[config.mk]
export PLATFORM = sky130hd
export DESIGN_NAME = mma_inv
export DESIGN_NICKNAME = d
export VERILOG_FILES = /design/src/rtl/mma_pkg.sv /design/src/rtl/mma_inv.sv
export SDC_FILE = /design/constraint.sdc
export NUM_CORES = 2
export LEC_CHECK = 0
export ABC_CLOCK_PERIOD_IN_PS = 7000
export BUFFER_PORTS_ARGS = -buffer_cell sky130_fd_sc_hd__clkbuf_2
export CAP_MARGIN = 10
export CORE_AREA = 3 3 258 260
export DETAILED_ROUTE_END_ITERATION = 12
export DIE_AREA = 0 0 261 263
export HOLD_SLACK_MARGIN = 0.12
export PLACE_DENSITY_LB_ADDON = 0.1
export SLEW_MARGIN = 20
export SYNTH_ARGS = -nofsm -noshare
export SYNTH_HDL_FRONTEND = slang
export SYNTH_SLANG_ARGS = --single-unit
export TNS_END_PERCENT = 50
[constraint.sdc]
create_clock -name clk -period 7 [get_ports clk]
set_clock_uncertainty 0.15 [all_clocks]
set_input_delay 1.4 -clock clk [delete_from_list [all_inputs] [get_ports clk]]
set_output_delay 1.4 -clock clk [all_outputs]
set_load 0.02 [all_outputs]
[src/rtl/mma_pkg.sv]
package mma_pkg;

  // Operation codes carried in the input tuser field.
  typedef enum logic [2:0] {
    MODE_TO_MONT   = 3'd0,
    MODE_FROM_MONT = 3'd1,
    MODE_ADD       = 3'd2,
    MODE_SUB       = 3'd3,
    MODE_MUL       = 3'd4,
    MODE_POW       = 3'd5,
    MODE_INV       = 3'd6,
    MODE_EQUAL     = 3'd7
  } mma_mode_t;

  // Configuration register indexes.
  localparam logic [1:0] REG_MODULUS     = 2'd0;
  localparam logic [1:0] REG_MODULUS_INV = 2'd1;
  localparam logic [1:0] REG_R_SQUARED   = 2'd2;

  typedef enum logic [3:0] {
    S_IDLE,
    S_START,
    S_NEG,
    S_SUB,
    S_ARITH,
    S_DIV,
    S_INV,
    S_MP,
    S_MQ,
    S_MS,
    S_ALO,
    S_AHI,
    S_MMD,
    S_FIN
  } mma_state_t;

  // Which Montgomery product of a multi-product operation is running.
  typedef enum logic [1:0] {
    PH_FIRST,
    PH_SECOND,
    PH_ACC,
    PH_SQ
  } mma_phase_t;

  // Status of a serial unit.
  typedef struct packed {
    logic busy;
    logic done;
  } mma_stat_t;

endpackage

[src/rtl/mma_inv.sv]
module mma_inv
  import mma_pkg::*;
(
  input  logic         clk,
  input  logic         rst_n,
  input  logic         start,
  input  logic [61:0]  value,
  input  logic [61:0]  modulus,
  output mma_stat_t    stat,
  output logic         ok,
  output logic [61:0]  inv
);

  // Binary extended gcd for an odd modulus. Invariants: x1*value == u and
  // x2*value == v modulo the modulus; v stays odd.
  logic [61:0] u_r;
  logic [61:0] v_r;
  logic [61:0] x1_r;
  logic [61:0] x2_r;
  logic        busy_r;
  logic        done_r;
  logic [62:0] uv_s;
  logic [62:0] vu_s;
  logic [62:0] x12_s;
  logic [62:0] x21_s;
  logic [61:0] x12m_s;
  logic [61:0] x21m_s;
  logic [62:0] half_s;

  assign uv_s   = {1'b0, u_r} - {1'b0, v_r};
  assign vu_s   = {1'b0, v_r} - {1'b0, u_r};
  assign x12_s  = {1'b0, x1_r} - {1'b0, x2_r};
  assign x21_s  = {1'b0, x2_r} - {1'b0, x1_r};
  assign x12m_s = x12_s[62] ? x12_s[61:0] + modulus : x12_s[61:0];
  assign x21m_s = x21_s[62] ? x21_s[61:0] + modulus : x21_s[61:0];
  assign half_s = x1_r[0] ? {1'b0, x1_r} + {1'b0, modulus} : {1'b0, x1_r};

  always_ff @(posedge clk) begin
    if (!rst_n) begin
      busy_r <= 1'b0;
      done_r <= 1'b0;
    end else begin
      done_r <= 1'b0;
      if (start) begin
        busy_r <= 1'b1;
      end else if (busy_r && (u_r == '0)) begin
        busy_r <= 1'b0;
        done_r <= 1'b1;
      end
    end
  end

  always_ff @(posedge clk) begin
    if (start) begin
      u_r  <= value;
      v_r  <= modulus;
      x1_r <= 62'd1;
      x2_r <= '0;
    end else if (busy_r && (u_r != '0)) begin
      if (!u_r[0]) begin
        u_r  <= {1'b0, u_r[61:1]};
        x1_r <= half_s[62:1];
      end else if (!uv_s[62]) begin
        u_r  <= uv_s[61:0];
        x1_r <= x12m_s;
      end else begin
        u_r  <= vu_s[61:0];
        v_r  <= u_r;
        x1_r <= x21m_s;
        x2_r <= x1_r;
      end
    end
  end

  assign stat.busy = busy_r;
  assign stat.done = done_r;
  assign ok        = (v_r == 62'd1);
  assign inv       = x2_r;

endmodule

* Word level (Yosys, flattened, before mapping)
Cells that the tools add are included.
** Storage, ports and cells
- Flip-flop bits (word level) :: 250
- Output and inout port bits :: 65
- Logic and storage cells :: 42
- Input bits :: 127
** Cells by class
- Bitwise gates (word level) :: 1
- Eq/ne operators :: 1
- Muxes and demuxes :: 16
- Add/subtract/negate cells :: 7
- Reductions and logical operators :: 11
** Operator list (number)
- 62-bit 2-to-1 mux :: 12
- 62-bit by 62-bit subtractor with 63-bit output :: 3
- 62-bit adder :: 2
- 62-bit by 62-bit adder with 63-bit output :: 1
- 63-bit 2-to-1 mux :: 1
- 62-bit by 1-bit equality test with 1-bit output (second input constant) :: 1
- 62-bit logical NOT :: 1
- 62-bit nonzero test :: 1
- 62-bit subtractor :: 1
- 2-bit nonzero test :: 4
- 3-bit AND reduction :: 2
- 1-bit 2-to-1 mux :: 3
- 1-bit logical AND :: 2
- 2-bit OR reduction :: 1
- 1-bit NOT :: 1

* Depth between registers and ports, before layout
- Depth after elaboration :: 5
- Depth in mapped cells :: 30
- Gate-level depth less buffers :: 27

* Worst setup path after synthesis
OpenSTA, ideal clock, no wires.
- Path type :: register to register
- From :: register x1_r[0]
- To :: register x1_r[57]
- Setup slack :: 710 ps
- Arrival :: 6026 ps
- Path buffers :: 3
- Stages on the path, launching flop included :: 29
- Setup time :: 115 ps
- Period minus slack after synthesis :: 6290 ps
- Required time :: 6735 ps
- Path through :: dfxtp_1 clkbuf_1 clkinv_1 clkbuf_1 ha_1 inv_1 fa_1 a211oi_1 o21ai_1 and2_1 a21oi_1 o31ai_1 a221oi_1 o21ai_1 a21bo_2 xor2_1 ha_1 clkbuf_1 nand4_1 nor3_1 a211oi_1 or4b_1 nand2_1 a2111oi_0 or3_1 a31oi_1 xor2_1 o21ai_1 o21a_1
** Between the ends
- Cells in the longest elaborated chain, start to end :: 5
- Elaborated cells between the ends (all ways) :: 10
- Those cells by class :: add/sub: 5; mux: 5
** Ends and longest elaborated chain
- from (decl) :: line mma_inv.sv:18 : logic [61:0] x1_r;
- from (signal assigned) :: line mma_inv.sv:62 : x1_r <= half_s[62:1];
- from (signal assigned) :: line mma_inv.sv:65 : x1_r <= x12m_s;
- from (signal assigned) :: line mma_inv.sv:69 : x1_r <= x21m_s;
- 62-bit by 62-bit subtractor with 63-bit output, on equally long branches :: line mma_inv.sv:32, mma_inv.sv:33
- 62-bit adder, on equally long branches :: line mma_inv.sv:34, mma_inv.sv:35
- 62-bit 2-to-1 mux, on equally long branches :: line mma_inv.sv:34, mma_inv.sv:35
- 62-bit 2-to-1 mux :: line mma_inv.sv:63 : end else if (!uv_s[62]) begin
- 62-bit 2-to-1 mux * :: line mma_inv.sv:60 : if (!u_r[0]) begin
Mark *: on every way between the ends. The rest lies on a longest branch, timed or not.
A chain may end at the register's enable or synchronous reset.

* Worst setup path in the final report
- From :: register x1_r[1]
- To :: register x1_r[61]
The elaborated chain is that of the path after synthesis.

==> out/qor.csv <==
metric;value;unit
core;64350;sq um
clockBufferDepth;3;
cp_slowest_stage_delay;0.49;ns
ys_ff_latch;250;
drt_pass1_iterations;7;
layout_common_cells;742 x a21oi_1, 653 x nand2_1, 469 x o21ai_0, 443 x ha_1, 354 x nor2_1;
slew_viol_final;0;
cts_buffers;36;
cp-start-kind;flip-flop;
die_h;263;um
seq_area_frac_synth;16.51;%
antenna_found_initial;9;
p_sw_share;56.99;%
critPathKind;reg2reg;
met2_length;66.31;mm
min_path_type;reg2reg;
ys.flop_type;dfxtp_1;
rsz0062_at_grt;false;
chipWidth;261;um
ios;192;
reg2reg_to;x1_r[61];
cpMaxStageDelayCell;fa_1;
fmax;145.8;MHz
grt_first_pass_wirelength;240.3;mm
cts.htree.levels;2;
syn_area;37840;sq um
seq_power_share;9.8;%
max-vdd-ir-drop;0.0002868;V
synth_edf_count;124;
crit_required;7.31;ns
cts_tree;done;
holdPathStages;2;
areaGrowthSynthToFinish;9.054;%
post_cts_buffers;0;
power-per-cell-area;541.5;nW/um^2
slew-limit-headroom;20.29;%
insertion_delay;0.57;ns
met3_length;24.87;mm
wl_per_cell;25.88;um
async_flop_share;0;%
initial_core_util;58.80;%
p_clk_share;8.9;%
cap_violations;0;
finalCritPeriodShare;97.97;%
portBuffers;191;
root_buffer;clkbuf_16;
path_cells;inv_1, fa_1, a211oi_2, o211ai_2, a31oi_4, o221ai_2, a221o_1, a31oi_2, o21ai_0, xor2_2, ha_1, a21o_1, a31o_2, a21oi_1, o21ai_0, a31oi_1, o32ai_1, a311o_1, a311oi_1, xor2_1, nor2_1, xnor2_1, a221oi_1;
worstPathArrival;7.17;ns
layout_commonest_cell;a21oi_1;
worstReg2RegStart;x1_r[1];
grt.total_usage;45.36;%
hold_path_end;inv[14];
p_sw;12.73;mW
wl_met1;64.27;mm
vias;43750;
rows;93;
setup_violations;0;
grt_overflow;0;
final_util;64.13;%
syn_inst;5374;
synth_area_per_cell;7.041;sq um
p_leak;18.06;nW
grt_max_degree;92;
place.gp.congestion;1.074;
cts_sinks;250;
layout-drive-gt1-share;9.018;%
dp_hpwl;130.5;mm
vias_per_cell;6.897;
drt_iter0_drc;6389;
p_int;9.610;mW
grt_pass1_vias;40010;
tightest_slew;1.185;ns
fin_tns_setup;0;ns
die_area;68640;sq um
crit_top_cell;o21ai_0;
cts.clk_slew.worst_paths;0.06;ns
r2r_setup_slack;0.14;ns
pwr-share-comb;81.3;%
cp_num_buf_inv;1;
synthDistinctLibCells;90;
period_needed;6.858;ns
critical-path-top-delay-family;compound AO/OA/AOI/OAI gates;
synth_fp_nets;5951;
drc;0;
wl;164.2;mm
hold_viol;0;
synth_warnings;0;
worstHoldStart;inv[14];
cp_max_fo;6;
dr.max_layer_used;met5;
reg2reg_depth;23;
cp-end-kind;flip-flop;
postRouteAntennaNets;0;
status;complete, no violations;
fin_nets;6028;
[cells in the mapped netlist, drive strengths merged (41+ instances only)]
master	n	area (sq um)
o211ai	49	372.9
xnor2	203	1778
a31oi	56	365.3
a21o	198	1486
nor2b	41	256.5
nand3	93	465.5
buf	68	340.3
edfxtp	124	3724
nor3	77	390.4
clkbuf	242	909.6
o21bai	113	848.3
inv	346	1299
xor2	125	1095
dfxtp	126	2522
nand2	657	2469
o21a	49	367.9
a211oi	79	608.1
a21oi	744	3724
o21ai	479	2397
mux2i	56	560.5
nor4	44	275.3
nor2	358	1346
nand4	120	750.7
ha	443	5543
[power by group through the flow]
stage	Sequential [mW]	Combinational, mW	Clock [mW]
floorplan	2.05	11.7	0
global placement	2.16	17.1	0
detailed placement	2.17	17.1	0
CTS	2.15	17.2	1.99
global route	2.18	19.3	2.05
finish	2.18	18.2	1.99
[registers in the layout (all words and copies together) (netlist names)]
register,flops
inv,62
done_r,1
busy_r,1
x1_r,62
u_r,62
v_r,62
[cells by family after synthesis]
logic type	after synthesis	synth area share, %
flops	250	16.51
buf+inv	658	6.756
xor+xnor	328	7.592
fa+ha+maj	450	15.02
mux	64	1.720
compound gates	2072	33.78
simple gates	1552	18.63
[layout make-up]
cell class,count,area (sq um)
timing repair buffer,349,2177
antenna,10,25.02
inverter,348,1309
sequential,250,6247
clock inverter,15,220.2
multi-input combinational,4466,29200
tap,855,1070
clock buffer,50,1015
fill,5912,23080
[through the flow]
stage | cell area [sq um] | power [mW] | hold slack (ns) | setup slack, ns | cells
after floorplan | 37840 | 13.79 | 0.3148 | 0.7098 | 5374
after global placement | 39900 | 19.23 | 0.3244 | 0.1871 | 6268
after detailed placement | 39900 | 19.24 | 0.3357 | 0.1124 | 6268
after CTS | 41130 | 21.35 | 0.3440 | 0.04729 | 6333
after global routing | 41260 | 23.54 | 0.3633 | 0.003603 | 6340
final | 41260 | 22.34 | 0.3419 | 0.1424 | 6343
[metal layers]
metal	track usage, %	up-vias
met2	65.20	3203
met1	62.00	20360
met4	19.22	4
met5	0	-
met3	14.69	539
li1	-	19640
[worst max path at each step]
stage | from | endpoint | slack [ns] | cells after the start
finish | x1_r[1] | x1_r[61] | 0.14 | 23
global route | x1_r[1] | x1_r[61] | 0.004 | 23
CTS | inv[0] | x1_r[61] | 0.05 | 25
detailed placement | inv[2] | x1_r[61] | 0.11 | 24
global placement | x1_r[0] | x1_r[61] | 0.19 | 26
floorplan | x1_r[0] | x1_r[57] | 0.71 | 28
[worst min-delay path, stage by stage, from the launching register on]
cell and delay (ns):
dfxtp_1 0.33, nand2_1 0.06, a21oi_1 0.05
[timing repair]
item,CTS,global route
gates resized for setup,0,21
endpoints found under the setup margin,0,15
hold buffers,0,0
No activity file was read; power rests on OpenSTA's default activity.
