===== config.mk =====
export PLATFORM = sky130hd
export DESIGN_NAME = mma_div
export DESIGN_NICKNAME = d
export VERILOG_FILES = /design/src/rtl/mma_pkg.sv /design/src/rtl/mma_div.sv
export SDC_FILE = /design/constraint.sdc
export NUM_CORES = 1
export LEC_CHECK = 0
export BUFFER_PORTS_ARGS = -buffer_cell sky130_fd_sc_hd__buf_2
export CAP_MARGIN = 20
export CELL_PAD_IN_SITES_DETAIL_PLACEMENT = 0
export CELL_PAD_IN_SITES_GLOBAL_PLACEMENT = 2
export CORE_MARGIN = 2
export CORE_UTILIZATION = 33
export DETAILED_ROUTE_END_ITERATION = 12
export PLACE_DENSITY = 0.84
export SLEW_MARGIN = 0
export SYNTH_ARGS = -nofsm -noshare
export SYNTH_HDL_FRONTEND = slang
export SYNTH_SLANG_ARGS = --single-unit

===== constraint.sdc =====
create_clock -name clk -period 4.9 [get_ports clk]
set_input_delay 1.47 -clock clk [delete_from_list [all_inputs] [get_ports clk]]
set_output_delay 1.47 -clock clk [all_outputs]
set_load 0.03 [all_outputs]

===== src/rtl/mma_pkg.sv =====
package mma_pkg;

  // Operation codes carried in the input tuser field.
  typedef enum logic [2:0] {
    MODE_TO_MONT   = 3'd0,
    MODE_FROM_MONT = 3'd1,
    MODE_ADD       = 3'd2,
    MODE_SUB       = 3'd3,
    MODE_MUL       = 3'd4,
    MODE_POW       = 3'd5,
    MODE_INV       = 3'd6,
    MODE_EQUAL     = 3'd7
  } mma_mode_t;

  // Configuration register indexes.
  localparam logic [1:0] REG_MODULUS     = 2'd0;
  localparam logic [1:0] REG_MODULUS_INV = 2'd1;
  localparam logic [1:0] REG_R_SQUARED   = 2'd2;

  typedef enum logic [3:0] {
    S_IDLE,
    S_START,
    S_NEG,
    S_SUB,
    S_ARITH,
    S_DIV,
    S_INV,
    S_MP,
    S_MQ,
    S_MS,
    S_ALO,
    S_AHI,
    S_MMD,
    S_FIN
  } mma_state_t;

  // Which Montgomery product of a multi-product operation is running.
  typedef enum logic [1:0] {
    PH_FIRST,
    PH_SECOND,
    PH_ACC,
    PH_SQ
  } mma_phase_t;

  // Status of a serial unit.
  typedef struct packed {
    logic busy;
    logic done;
  } mma_stat_t;

endpackage


===== src/rtl/mma_div.sv =====
module mma_div
  import mma_pkg::*;
(
  input  logic         clk,
  input  logic         rst_n,
  input  logic         start,
  input  logic [62:0]  dividend,
  input  logic [61:0]  divisor,
  output mma_stat_t    stat,
  output logic [61:0]  rem
);

  localparam logic [5:0] LAST = 6'd62;

  logic [61:0] rem_r;
  logic [62:0] dvd_r;
  logic [5:0]  cnt_r;
  logic        busy_r;
  logic        done_r;
  logic [62:0] trial_s;
  logic [63:0] diff_s;

  // Restoring remainder, one dividend bit per cycle from the top.
  assign trial_s = {rem_r, dvd_r[62]};
  assign diff_s  = {1'b0, trial_s} - {2'b0, divisor};

  always_ff @(posedge clk) begin
    if (!rst_n) begin
      busy_r <= 1'b0;
      done_r <= 1'b0;
      cnt_r  <= '0;
    end else begin
      done_r <= 1'b0;
      if (start) begin
        busy_r <= 1'b1;
        cnt_r  <= '0;
      end else if (busy_r) begin
        cnt_r <= cnt_r + 6'd1;
        if (cnt_r == LAST) begin
          busy_r <= 1'b0;
          done_r <= 1'b1;
        end
      end
    end
  end

  always_ff @(posedge clk) begin
    if (start) begin
      rem_r <= '0;
      dvd_r <= dividend;
    end else if (busy_r) begin
      rem_r <= diff_s[63] ? trial_s[61:0] : diff_s[61:0];
      dvd_r <= {dvd_r[61:0], 1'b0};
    end
  end

  assign stat.busy = busy_r;
  assign stat.done = done_r;
  assign rem       = rem_r;

endmodule


Word-level counts from Yosys, hierarchy flattened
Cells that the tools add are included.
{ "word_totals": {"n_memories": 0, "out_inout_bits": 64, "inputBits": 128, "register_bits": 133, "mem_bits_rw": 0, "latch_bits": 0, "rom_bits": 0, "elab_cells": 20} }
{ "op_classes": {"n_addsub": 2, "div": 0, "multipliers": 0, "shifts": 0, "eq_ne": 1, "n_reduce_logical": 3, "muxes": 7, "n_bitwise": 2, "n_lt_le_gt_ge": 0} }
{ "ops": {"columns": ["cell", "count"], "rows": [
  ["63-bit 2-to-1 mux", 2],
  ["63-bit by 62-bit subtractor with 64-bit output", 1],
  ["62-bit 2-to-1 mux", 1],
  ["6-bit by 1-bit adder with 6-bit output (second input constant)", 1],
  ["6-bit == test (second input constant)", 1],
  ["1-bit 2-to-1 mux", 4],
  ["3-bit OR reduction", 1],
  ["1-bit inverter", 2],
  ["2-bit nonzero test", 1],
  ["2-bit OR reduction", 1]
]} }

Depth between registers and ports, before layout
Gate-level depths: netlist of run 1.
{ "depth": {"word_depth": 4, "depth_mapped": 16, "depth_no_buf": 14} }

Least setup slack after synthesis of run 1
Ideal clock, no wire load.
{ "synth_path": {"path_kind": "input -> register", "startpoint": "input port divisor[0]", "endpoint": "register rem_r[42], in the netlist rem[42]", "required_time_ps": 4814, "setup_ps": 86, "slack_ps": 764, "stages": 13, "t_arrival_ps": 4050, "n_path_buf": 0, "path_cell_list": "ha_1 -> fa_1 -> nor2b_1 -> o2111ai_1 -> a211oi_1 -> o31a_1 -> a311o_1 -> nor2_1 -> o21a_1 -> o31ai_1 -> xor2_1 -> mux2i_1 -> a211oi_1"} }
{ "synth_via": {"elab_chain_len": 2} }
{ "synth_lines": {"columns": ["item", "line_no", "text"], "rows": [
  ["start, declared", "mma_div.sv:8", "input logic [61:0] divisor,"],
  ["63-bit by 62-bit subtractor with 64-bit output", "mma_div.sv:25", "assign diff_s = {1'b0, trial_s} - {2'b0, divisor};"],
  ["62-bit 2-to-1 mux", "mma_div.sv:52", "rem_r <= diff_s[63] ? trial_s[61:0] : diff_s[61:0];"],
  ["end signal, assigned", "mma_div.sv:52", null],
  ["end, declared", "mma_div.sv:15", "logic [61:0] rem_r;"]
]} }
No other way between the ends.
A chain may end at the register's enable or synchronous reset.

Worst setup path after layout of run 1
{ "layout_path": {"startpoint": "input port divisor[2]", "endpoint": "register rem_r[60], in the netlist rem[60]"} }
Same word-level chain as after synthesis.

==> reports/metrics.csv, run 1 <==
metric;value;unit
status;complete, no violations;
clk buf depth;2;
share of layout cells above drive strength 1;0.256;
Remaining Overflow, GRT;0;
peak supply drop;166;uV
Synth area leader;edfxtp_1;
clock root cell;clkbuf_16;
Crit Path Max Fanout;4;
Initial Util;0.335;
Syn Inst Count;1129;
Worst setup SP type;primary input;
Async SR Flop Fraction;0;
Synth top cells by count;149 x nand2_1, 99 x nor2_1, 87 x a21oi_1;
final hold vios;0;
Ports;192;
final weighted congestion in routability-driven placement;0.824;
Yosys reg bits;133;
LEAKAGE;5.19;nW
synth top area cells;edfxtp_1 20%, dfxtp_1 15%, ha_1 8.4%, mux2_2 7.3%, nand2_1 5.8%;
Total Die Area;0.0304;mm2
Post-synth top flop;dfxtp_1;
DP HPWL;21900;um
Slew Limit Fails;0;
post-route ant nets;0;
Initial DRC Count;589;
post-CTS setup buffer count;0;
Core Footprint;0.0286;mm2
most frequent cell after synthesis;nand2_1;
Fmax;0.230;GHz
Max transition margin;0.376;
worst hold path type;reg2reg;
wire length per cell;17.2;um
cts-stage hold buffer count;0;
Final Cycle Share;0.887;
net count of the mapped netlist;1322;
WP data arrival;4.68;ns
Post-synth EDFFs;63;
die span in x;174;um
Num CTS Buffers;17;
first-pass GRT wire length;46500;um
max-cap viol count;0;
sequential share of the synthesized area;0.344;
hold_ws;0.494;ns
PortBufs;191;
Pwr Density;313;mW/mm2
Final Skew;0.00964;ns
Synth Cell Area;0.00958;mm2
largest net degree at the start of global routing;92;
Clock transition at path regs;0.06;ns
drt drc;0;
initial antenna violation count;0;
vias in the first global route;8648;
Final setup viols;0;
Die H;174;um
FF-to-FF setup slack;1.22;ns
site row count;62;
CTS tree;built;
Overall Global Routing Usage;0.190;
Crit Path Category;in2reg;
Synth top area share;0.197;
Slew @ Worst Pin;0.937;ns
RSZ-0062 raised after global routing;no;
Area growth syn-to-layout;21.0;%
H-tree depth;4;
final worst slack;0.555;ns
Synthesis Warnings;0;
drt total wl;29200;um
Setup crit end kind;flop;
Vias;8769;
Vias/cell;5.16;
Clock Sinks;133;
Mean Syn Cell Area;8.49;um2
Worst EP required;5.24;ns
clock latency on the worst-skew pair;0.43;ns
total negative slack;0;ns
pre-CTS setup slack;0.0941;ns
Layout Nets;1496;
Post-CTS Resized;0;
Period minus WS final;4.35;ns
drt pass-1 iters;5;
Finished Core Util;0.405;
synth unique cells;67;
[metal layers]
layer  track usage  vias up  wire, um
li1              -     4414         -
met1         0.264     4131     14200
met2         0.309      201     13500
met3        0.0256       23      1110
met4        0.0529        0       402
met5             0        -         0
[flip-flops by register name (all words and copies together) (netlist names)]
register / cells
dvd_r: 63
rem: 62
cnt_r: 6
busy_r: 1
done_r: 1
[cell type report]
cell class	count	area [um2]
Inverter	83	312
Tap cell	384	480
Sequential cell	133	3300
Clock inverter	15	145
Clock buffer	17	425
Fill cell	2960	17000
Antenna cell	1	2.50
Timing Repair Buffer	228	1260
Multi-Input combinational cell	840	5680
[where the power goes]
part	internal [mW]	switching [mW]	leakage, nW
sequential	1.27	0.0660	1.21
combinational	0.400	0.600	3.71
clock	0.712	0.580	0.273
total	2.39	1.25	5.19
[cells by family after synthesis]
family                   count (synthesis)  share of synthesized area
AO/OA/AOI/OAI                          314                      0.223
XOR/XNOR                                57                     0.0521
adder cells (fa/ha/maj)                 65                     0.0856
buffers and inverters                  156                     0.0645
flip-flops                             133                      0.344
multiplexers                            64                     0.0749
AND/OR/NAND/NOR                        340                      0.156
[worst paths after layout]
check | startpoint | endpoint | depth (start not counted)
worst max-delay path | divisor[2] | rem[60]$_SDFFE_PP0P_ | 16
worst min-delay path | cnt_r[5]$_SDFFE_PP0P_ | cnt_r[5]$_SDFFE_PP0P_ | 2
worst max register to register | dvd_r[62]$_DFFE_PP_ | rem[60]$_SDFFE_PP0P_ | 16
worst min register to register | cnt_r[5]$_SDFFE_PP0P_ | cnt_r[5]$_SDFFE_PP0P_ | 2
[cells in the final DEF, fill, tap and decap left out, drive strengths merged, types with 3 or more instances in the layout]
cell type  Yosys  final
buf           23    228
nor4           3      3
nand4         22     22
o211ai        11     11
o21a          10     10
and3           6      6
a31oi          7      7
nand2b         8      8
and2           4      4
nand3         12     12
nand2        149    149
nor2          99     99
or2            3      3
nor3          14     14
inv           82     89
ha            64     64
or4            3      3
or3            8      8
o21bai        14     14
a21boi         3      3
clkinvlp       0      3
a21oi         91     91
dfxtp         70     70
o31ai          5      5
xor2          21     21
mux2          62     62
a211oi        16     16
o2111ai        3      3
a21o          35     35
nor2b          5      5
o21ai         48     48
edfxtp        63     63
xnor2         36     36
a41oi          5      5
clkinv         1      5
clkbuf        50     17
a211o          6      6
a311oi        42     42
[worst max-delay path, stage by stage]
cell and delay (ns):
buf_2 0.08, inv_1 0.03, ha_1 0.34, nor2b_1 0.16, o2111ai_1 0.26, a211oi_1 0.12
buf_4 0.15, nor3_1 0.34, o21ai_1 0.20, buf_4 0.18, a31o_1 0.23, a211o_1 0.32
a41oi_1 0.27, mux2i_1 0.21, nor3_1 0.06, nor4_1 0.26
[metrics by stage]
stage / power, mW / cell area (um2) / cells
after floorplan: 2.05 / 9580 / 1129
after global routing: 3.82 / 11600 / 1700
after CTS: 3.67 / 11600 / 1700
after detailed placement: 2.36 / 11000 / 1668
final: 3.63 / 11600 / 1701
after global placement: 2.36 / 11000 / 1668
Note: power is estimated with default switching activity, not from simulation.
==> run 2: changes to the inputs <==
--- a/config.mk
+++ b/config.mk
@@ -12,6 +12,7 @@
 export CORE_MARGIN = 2
 export CORE_UTILIZATION = 33
 export DETAILED_ROUTE_END_ITERATION = 12
+export GPL_TIMING_DRIVEN = 0
 export PLACE_DENSITY = 0.84
 export SLEW_MARGIN = 0
 export SYNTH_ARGS = -nofsm -noshare
==> reports/metrics.csv, run 2 (synthesis gave the netlist of run 1 again) <==
metric;value;unit;change
Finished Core Util;0.406;;+0.000700
r2r worst-path depth;12;;-4
Worst EP required;5.24;ns;about the same
clock latency on the worst-skew pair;0.44;ns;about the same
clock root cell;clkbuf_16;;
Crit Path Category;in2reg;;
FF-to-FF setup slack;0.99;ns;-0.23 ns
Final Skew;0.0172;ns;+0.00760 ns
CTS tree;built;;
Period minus WS final;4.62;ns;+0.270 ns
hold path cells;2;;unchanged
Final setup viols;0;;unchanged
max FFs per register;63;;unchanged
worst hold path type;reg2reg;;
most used cell, CP;a311oi_1;;
switching power;1.26;mW;+0.83%
Comb pwr share;0.277;;+0.002
status;complete, no violations;;
Slew Limit Fails;0;;unchanged
Crit Path Max Fanout;4;;unchanged
Initial DRC Count;619;;+5.1%
Core Footprint;0.0286;mm2;unchanged
Fmax;0.217;GHz;-5.8%
drt drc;0;;unchanged
peak supply drop;205;uV;+23%
final hold vios;0;;unchanged
die span in x;174;um;unchanged
post-placement cell count;1704;;+2.2%
Ports;192;;unchanged
final weighted congestion in routability-driven placement;0.884;;+7.3%
post-CTS setup buffer count;0;;unchanged
Vias/cell;5.20;;+0.86%
site row count;62;;unchanged
commonest cells after routing, fill and taps aside;205 x buf_2, 148 x nand2_1, 99 x nor2_1, 87 x a21oi_1, 81 x inv_1;;
first-pass GRT wire length;49300;um;+6.1%
Sw Share;0.347;;+0.00429
max-cap viol count;0;;unchanged
Vias;9032;;+3.0%
Pwr Density;311;mW/mm2;-0.58%
Largest Register;dvd_r;;
clk buf depth;2;;unchanged
Clock transition at path regs;0.07;ns;about the same
DP HPWL;24400;um;+11%
Worst setup SP type;primary input;;
drt pass-1 iters;4;;-1
LEAKAGE;5.17;nW;-0.45%
Largest stage delay, worst path;0.82;ns;+0.48 ns
post-route ant nets;0;;unchanged
drt total wl;31500;um;+7.7%
Final Cycle Share;0.942;;+0.0551
Die H;174;um;unchanged
Clock power frac;0.354;;-0.002
Layout Nets;1532;;+2.4%
Area growth syn-to-layout;21.2;%;
wire length per cell;18.1;um;+5.5%
cells along the critical path;buf_2 -> inv_1 -> ha_1 -> a21o_1 -> a21oi_1 -> a211oi_1 -> nor3_1 -> o21ai_1 -> a311oi_1 -> o21a_1 -> o21ai_0 -> xor2_1 -> nand2_1 -> a311oi_1;;
PortBufs;190;;-0.52%
Max transition margin;0.417;;+0.0412
initial antenna violation count;1;;+1
H-tree depth;4;;unchanged
P_int;2.36;mW;-1.1%
WP data arrival;4.96;ns;+0.28 ns
commonest non-fill, non-tap cell in the layout;buf_2;;
RSZ-0062 raised after global routing;no;;
Num CTS Buffers;17;;unchanged
Total Die Area;0.0304;mm2;unchanged
Slew @ Worst Pin;0.869;ns;-0.0677 ns
cts-stage hold buffer count;0;;unchanged
Initial Util;0.335;;unchanged
slowest library cell on the worst path;a311oi_1;;
hold_ws;0.493;ns;-0.000499 ns
Setup crit end kind;flop;;
Remaining Overflow, GRT;0;;unchanged
Clock Sinks;133;;unchanged
final non-filler cell total;1737;;+2.1%
Overall Global Routing Usage;0.207;;+0.0166
vias in the first global route;8905;;+3.0%
Seq pwr share;0.369;;about the same
largest net degree at the start of global routing;38;;-59%
share of layout cells above drive strength 1;0.236;;-0.0201
==> run 2: cell count changes in the layout (fill, tap and decap cells not counted), moves of 2 or more <==
cell	previous run	this run
clkbuf_1	0	50
clkinv_2	1	3
buf_2	190	205
buf_4	36	3
inv_6	5	7
buf_1	0	3
clkbuf_4	0	2
==> run 2: final timing paths <==
path,start,end
worst max register to register,rem[1]$_SDFFE_PP0P_,rem[48]$_SDFFE_PP0P_
worst min-delay path,cnt_r[5]$_SDFFE_PP0P_,cnt_r[5]$_SDFFE_PP0P_
worst min register to register,cnt_r[5]$_SDFFE_PP0P_,cnt_r[5]$_SDFFE_PP0P_
worst max-delay path,divisor[4],rem[48]$_SDFFE_PP0P_
==> run 2: power by group through the flow <==
stage / clock (mW) / sequential, mW / combinational [mW]
6_report: 1.28 / 1.34 / 1.00
3_3_place_gp: 0 / 1.36 / 0.987
3_5_place_dp: 0 / 1.36 / 0.992
4_1_cts: 1.31 / 1.34 / 0.998
5_1_grt: 1.35 / 1.35 / 1.11
2_1_floorplan: 0 / 1.42 / 0.630
==> run 2: layout make-up <==
| cell class | instances | area (um2) |
|---|---|---|
| Fill cell | 3030 | 17000 |
| Sequential cell | 133 | 3290 |
| Clock buffer | 17 | 425 |
| Inverter | 83 | 312 |
| Antenna cell | 1 | 2.50 |
| Clock inverter | 15 | 141 |
| Tap cell | 384 | 480 |
| Timing Repair Buffer | 191 | 971 |
| Multi-Input combinational cell | 840 | 5680 |
| Buffer | 73 | 312 |
==> run 2: worst max-delay path, delay by kind of cell <==
| kind | cells | cell delay [ns] |
|---|---|---|
| AOI/OAI and AO/OA | 8 | 2.35 |
| xor gates and xnor gates | 1 | 0.16 |
| and+or+nand+nor | 2 | 0.52 |
| buffers and inverters | 2 | 0.11 |
| adders and majority gates | 1 | 0.34 |
==> run 2: timing repair <==
action / in CTS / in global routing
endpoints found under the setup margin: 0 / 46
gates resized for setup: 0 / 4
hold endpoints to repair: 0 / 0
==> run 2: layer usage <==
layer,up-vias,wire length [um],GRT usage
li1,4501,-,-
met1,4290,15100,0.286
met2,221,14700,0.342
met3,20,1370,0.0273
met4,0,317,0.0483
met5,-,0,0
==> run 2: stage by stage <==
stage / TNS, ns / power, mW / cell area (um2) / worst slack (ns)
6_report: 0 / 3.62 / 11600 / 0.285
5_1_grt: 0 / 3.81 / 11600 / 0.0733
4_1_cts: 0 / 3.64 / 11600 / 0.0662
3_5_place_dp: -12.74 / 2.35 / 11000 / -0.373
3_3_place_gp: -11.31 / 2.35 / 11000 / -0.352
2_1_floorplan: 0 / 2.05 / 9580 / 0.764
==> run 3: changes to the inputs <==
--- a/config.mk
+++ b/config.mk
@@ -14,6 +14,7 @@
 export DETAILED_ROUTE_END_ITERATION = 12
 export GPL_TIMING_DRIVEN = 0
 export PLACE_DENSITY = 0.84
+export SETUP_SLACK_MARGIN = 0.2
 export SLEW_MARGIN = 0
 export SYNTH_ARGS = -nofsm -noshare
 export SYNTH_HDL_FRONTEND = slang
==> constraint.sdc (replaced) <==
create_clock -name clk -period 4.9 [get_ports clk]
set_input_delay 0.49 -clock clk [delete_from_list [all_inputs] [get_ports clk]]
set_output_delay 0.49 -clock clk [all_outputs]
set_load 0.03 [all_outputs]
==> reports/metrics.csv, run 3 (synthesis gave the netlist of run 1 again) <==
metric;value;unit;change
site row count;62;;unchanged
wire length per cell;18.1;um;-0.19%
die span in x;174;um;unchanged
Clock Sinks;133;;unchanged
clk buf depth;2;;unchanged
Register Area;0.00329;mm2;unchanged
Slew @ Worst Pin;0.846;ns;-0.0230 ns
Post-CTS Resized;0;;unchanged
Fmax;0.249;GHz;+15%
post-CTS setup buffer count;0;;unchanged
Seq pwr share;0.370;;about the same
pre-CTS setup slack;0.607;ns;+0.980 ns
Buf+Inv Stages, Crit Path;2;;unchanged
Total Die Area;0.0304;mm2;unchanged
Clock transition at path regs;0.07;ns;about the same
cells along the critical path;ha_1 -> a21o_1 -> a211o_1 -> o211ai_2 -> o211ai_2 -> a21oi_2 -> o41a_1 -> o2111ai_2 -> nand2_1 -> buf_2 -> buf_2 -> nor2_1 -> a211o_1;;
final hold vios;0;;unchanged
RR Startpoint;rem[3]$_SDFFE_PP0P_;;
Vias;9008;;-0.27%
Core Footprint;0.0286;mm2;unchanged
commonest cells after routing, fill and taps aside;207 x buf_2, 149 x nand2_1, 99 x nor2_1, 87 x a21oi_1, 81 x inv_1;;
Overall Global Routing Usage;0.207;;unchanged
largest net degree at the start of global routing;38;;unchanged
slowest library cell on the worst path;a21oi_2;;
Clock power frac;0.354;;about the same
LEAKAGE;5.16;nW;-0.12%
Final Cycle Share;0.820;;-0.122
Pwr Density;311;mW/mm2;about the same
Worst EP required;5.21;ns;-0.03 ns
RSZ-0062 raised after global routing;no;;
Ports;192;;unchanged
Slew Limit Fails;0;;unchanged
max-cap viol count;0;;unchanged
cts-stage hold buffer count;0;;unchanged
Largest Register;dvd_r;;
Vias/cell;5.19;;-0.21%
Comb pwr share;0.276;;about the same
worst hold path type;in2reg;;
Worst setup endpoint;rem[53]$_SDFFE_PP0P_;;
Crit path depth;13;;-1
initial antenna violation count;1;;unchanged
Setup crit end kind;flop;;
post-route ant nets;0;;unchanged
Die H;174;um;unchanged
Final setup viols;0;;unchanged
max FFs per register;63;;unchanged
clock root cell;clkbuf_16;;
r2r endpoint;rem[53]$_SDFFE_PP0P_;;
clock latency on the worst-skew pair;0.44;ns;about the same
Layout Nets;1532;;unchanged
final worst slack;0.882;ns;+0.597 ns
r2r worst-path depth;13;;+1
Initial DRC Count;626;;+1.1%
Worst setup SP type;flop;;
vias in the first global route;8905;;unchanged
PortBufs;190;;unchanged
P_int;2.36;mW;about the same
start point of the critical path;rem[3]$_SDFFE_PP0P_;;
switching power;1.25;mW;-0.22%
number of diodes;0;;-1
Area growth syn-to-layout;21.1;%;
hold path cells;2;;unchanged
hold_ws;0.279;ns;-0.214 ns
Period minus WS final;4.02;ns;-0.597 ns
FF-to-FF setup slack;0.88;ns;-0.11 ns
Initial Util;0.335;;unchanged
drt pass-1 iters;5;;+1
drt total wl;31400;um;-0.25%
Final Skew;0.0167;ns;-0.000564 ns
Largest stage delay, worst path;0.39;ns;-0.43 ns
status;complete, no violations;;
fillers;3029;;-0.033%
Crit Path Max Fanout;10;;+6
drt drc;0;;unchanged
share of layout cells above drive strength 1;0.235;;-0.000740
commonest non-fill, non-tap cell in the layout;buf_2;;
Sw Share;0.347;;-0.000361
DP HPWL;24400;um;unchanged
CTS tree;built;;
Max transition margin;0.432;;+0.0154
peak supply drop;205;uV;+0.18%
total negative slack;0;ns;unchanged
CP delay by family, top;compound AO/OA/AOI/OAI gates;;
multi-input logic area;0.00567;mm2;-0.18%
Num CTS Buffers;17;;unchanged
first-pass GRT wire length;49300;um;unchanged
H-tree depth;4;;unchanged
WP data arrival;4.33;ns;-0.63 ns
final weighted congestion in routability-driven placement;0.884;;unchanged
Remaining Overflow, GRT;0;;unchanged
Crit Path Category;reg2reg;;
==> run 3: worst reg2reg max path: stages (launching register included) <==
cell and delay, ns:
dfxtp_1 0.34, ha_1 0.34, a21o_1 0.21, a211o_1 0.28, o211ai_2 0.27, o211ai_2 0.17, a21oi_2 0.39, o41a_1 0.31
o2111ai_2 0.18, nand2_1 0.27, buf_2 0.37, buf_2 0.37, nor2_1 0.14, a211o_1 0.27
==> run 3: through the flow <==
| step | instance area, um2 | power, mW | util | instances |
|---|---|---|---|---|
| after floorplan | 9580 | 2.05 | - | 1129 |
| after global placement | 11000 | 2.35 | 0.385 | 1703 |
| after detailed placement | 11000 | 2.35 | 0.386 | 1704 |
| after CTS | 11600 | 3.64 | 0.405 | 1736 |
| after global routing | 11600 | 3.80 | 0.405 | 1736 |
| final | 11600 | 3.61 | 0.405 | 1736 |
==> run 3: worst min-delay path by stage <==
stage | startpoint | end
5_1_grt | rst_n | busy_r$_SDFF_PN0_
6_report | rst_n | busy_r$_SDFF_PN0_
3_3_place_gp | cnt_r[5]$_SDFFE_PP0P_ | cnt_r[5]$_SDFFE_PP0P_
4_1_cts | rst_n | busy_r$_SDFF_PN0_
2_1_floorplan | cnt_r[5]$_SDFFE_PP0P_ | cnt_r[5]$_SDFFE_PP0P_
3_5_place_dp | cnt_r[5]$_SDFFE_PP0P_ | cnt_r[5]$_SDFFE_PP0P_
==> run 3: area by class of cell <==
type	instances	area share
clock buffers	17	0.0367
inverters	83	0.0269
plain buffers	73	0.0264
well taps	384	0.0414
clock inverters	15	0.0122
multi-input cells	840	0.489
flip-flops and latches	133	0.284
repair buffers	191	0.0837
==> run 3: power groups by stage <==
stage / Sequential (mW) / Clock [mW] / Combinational [mW]
after floorplan: 1.42 / 0 / 0.630
after global placement: 1.36 / 0 / 0.987
final: 1.34 / 1.28 / 0.996
after global routing: 1.35 / 1.35 / 1.11
after CTS: 1.34 / 1.31 / 0.998
after detailed placement: 1.36 / 0 / 0.992
==> run 3: layer usage <==
metal | up-vias | global-route usage | wire, um
met3 | 20 | 0.0273 | 1320
li1 | 4490 | - | -
met1 | 4283 | 0.286 | 15100
met5 | - | 0 | 0
met4 | 0 | 0.0483 | 312
met2 | 215 | 0.342 | 14700
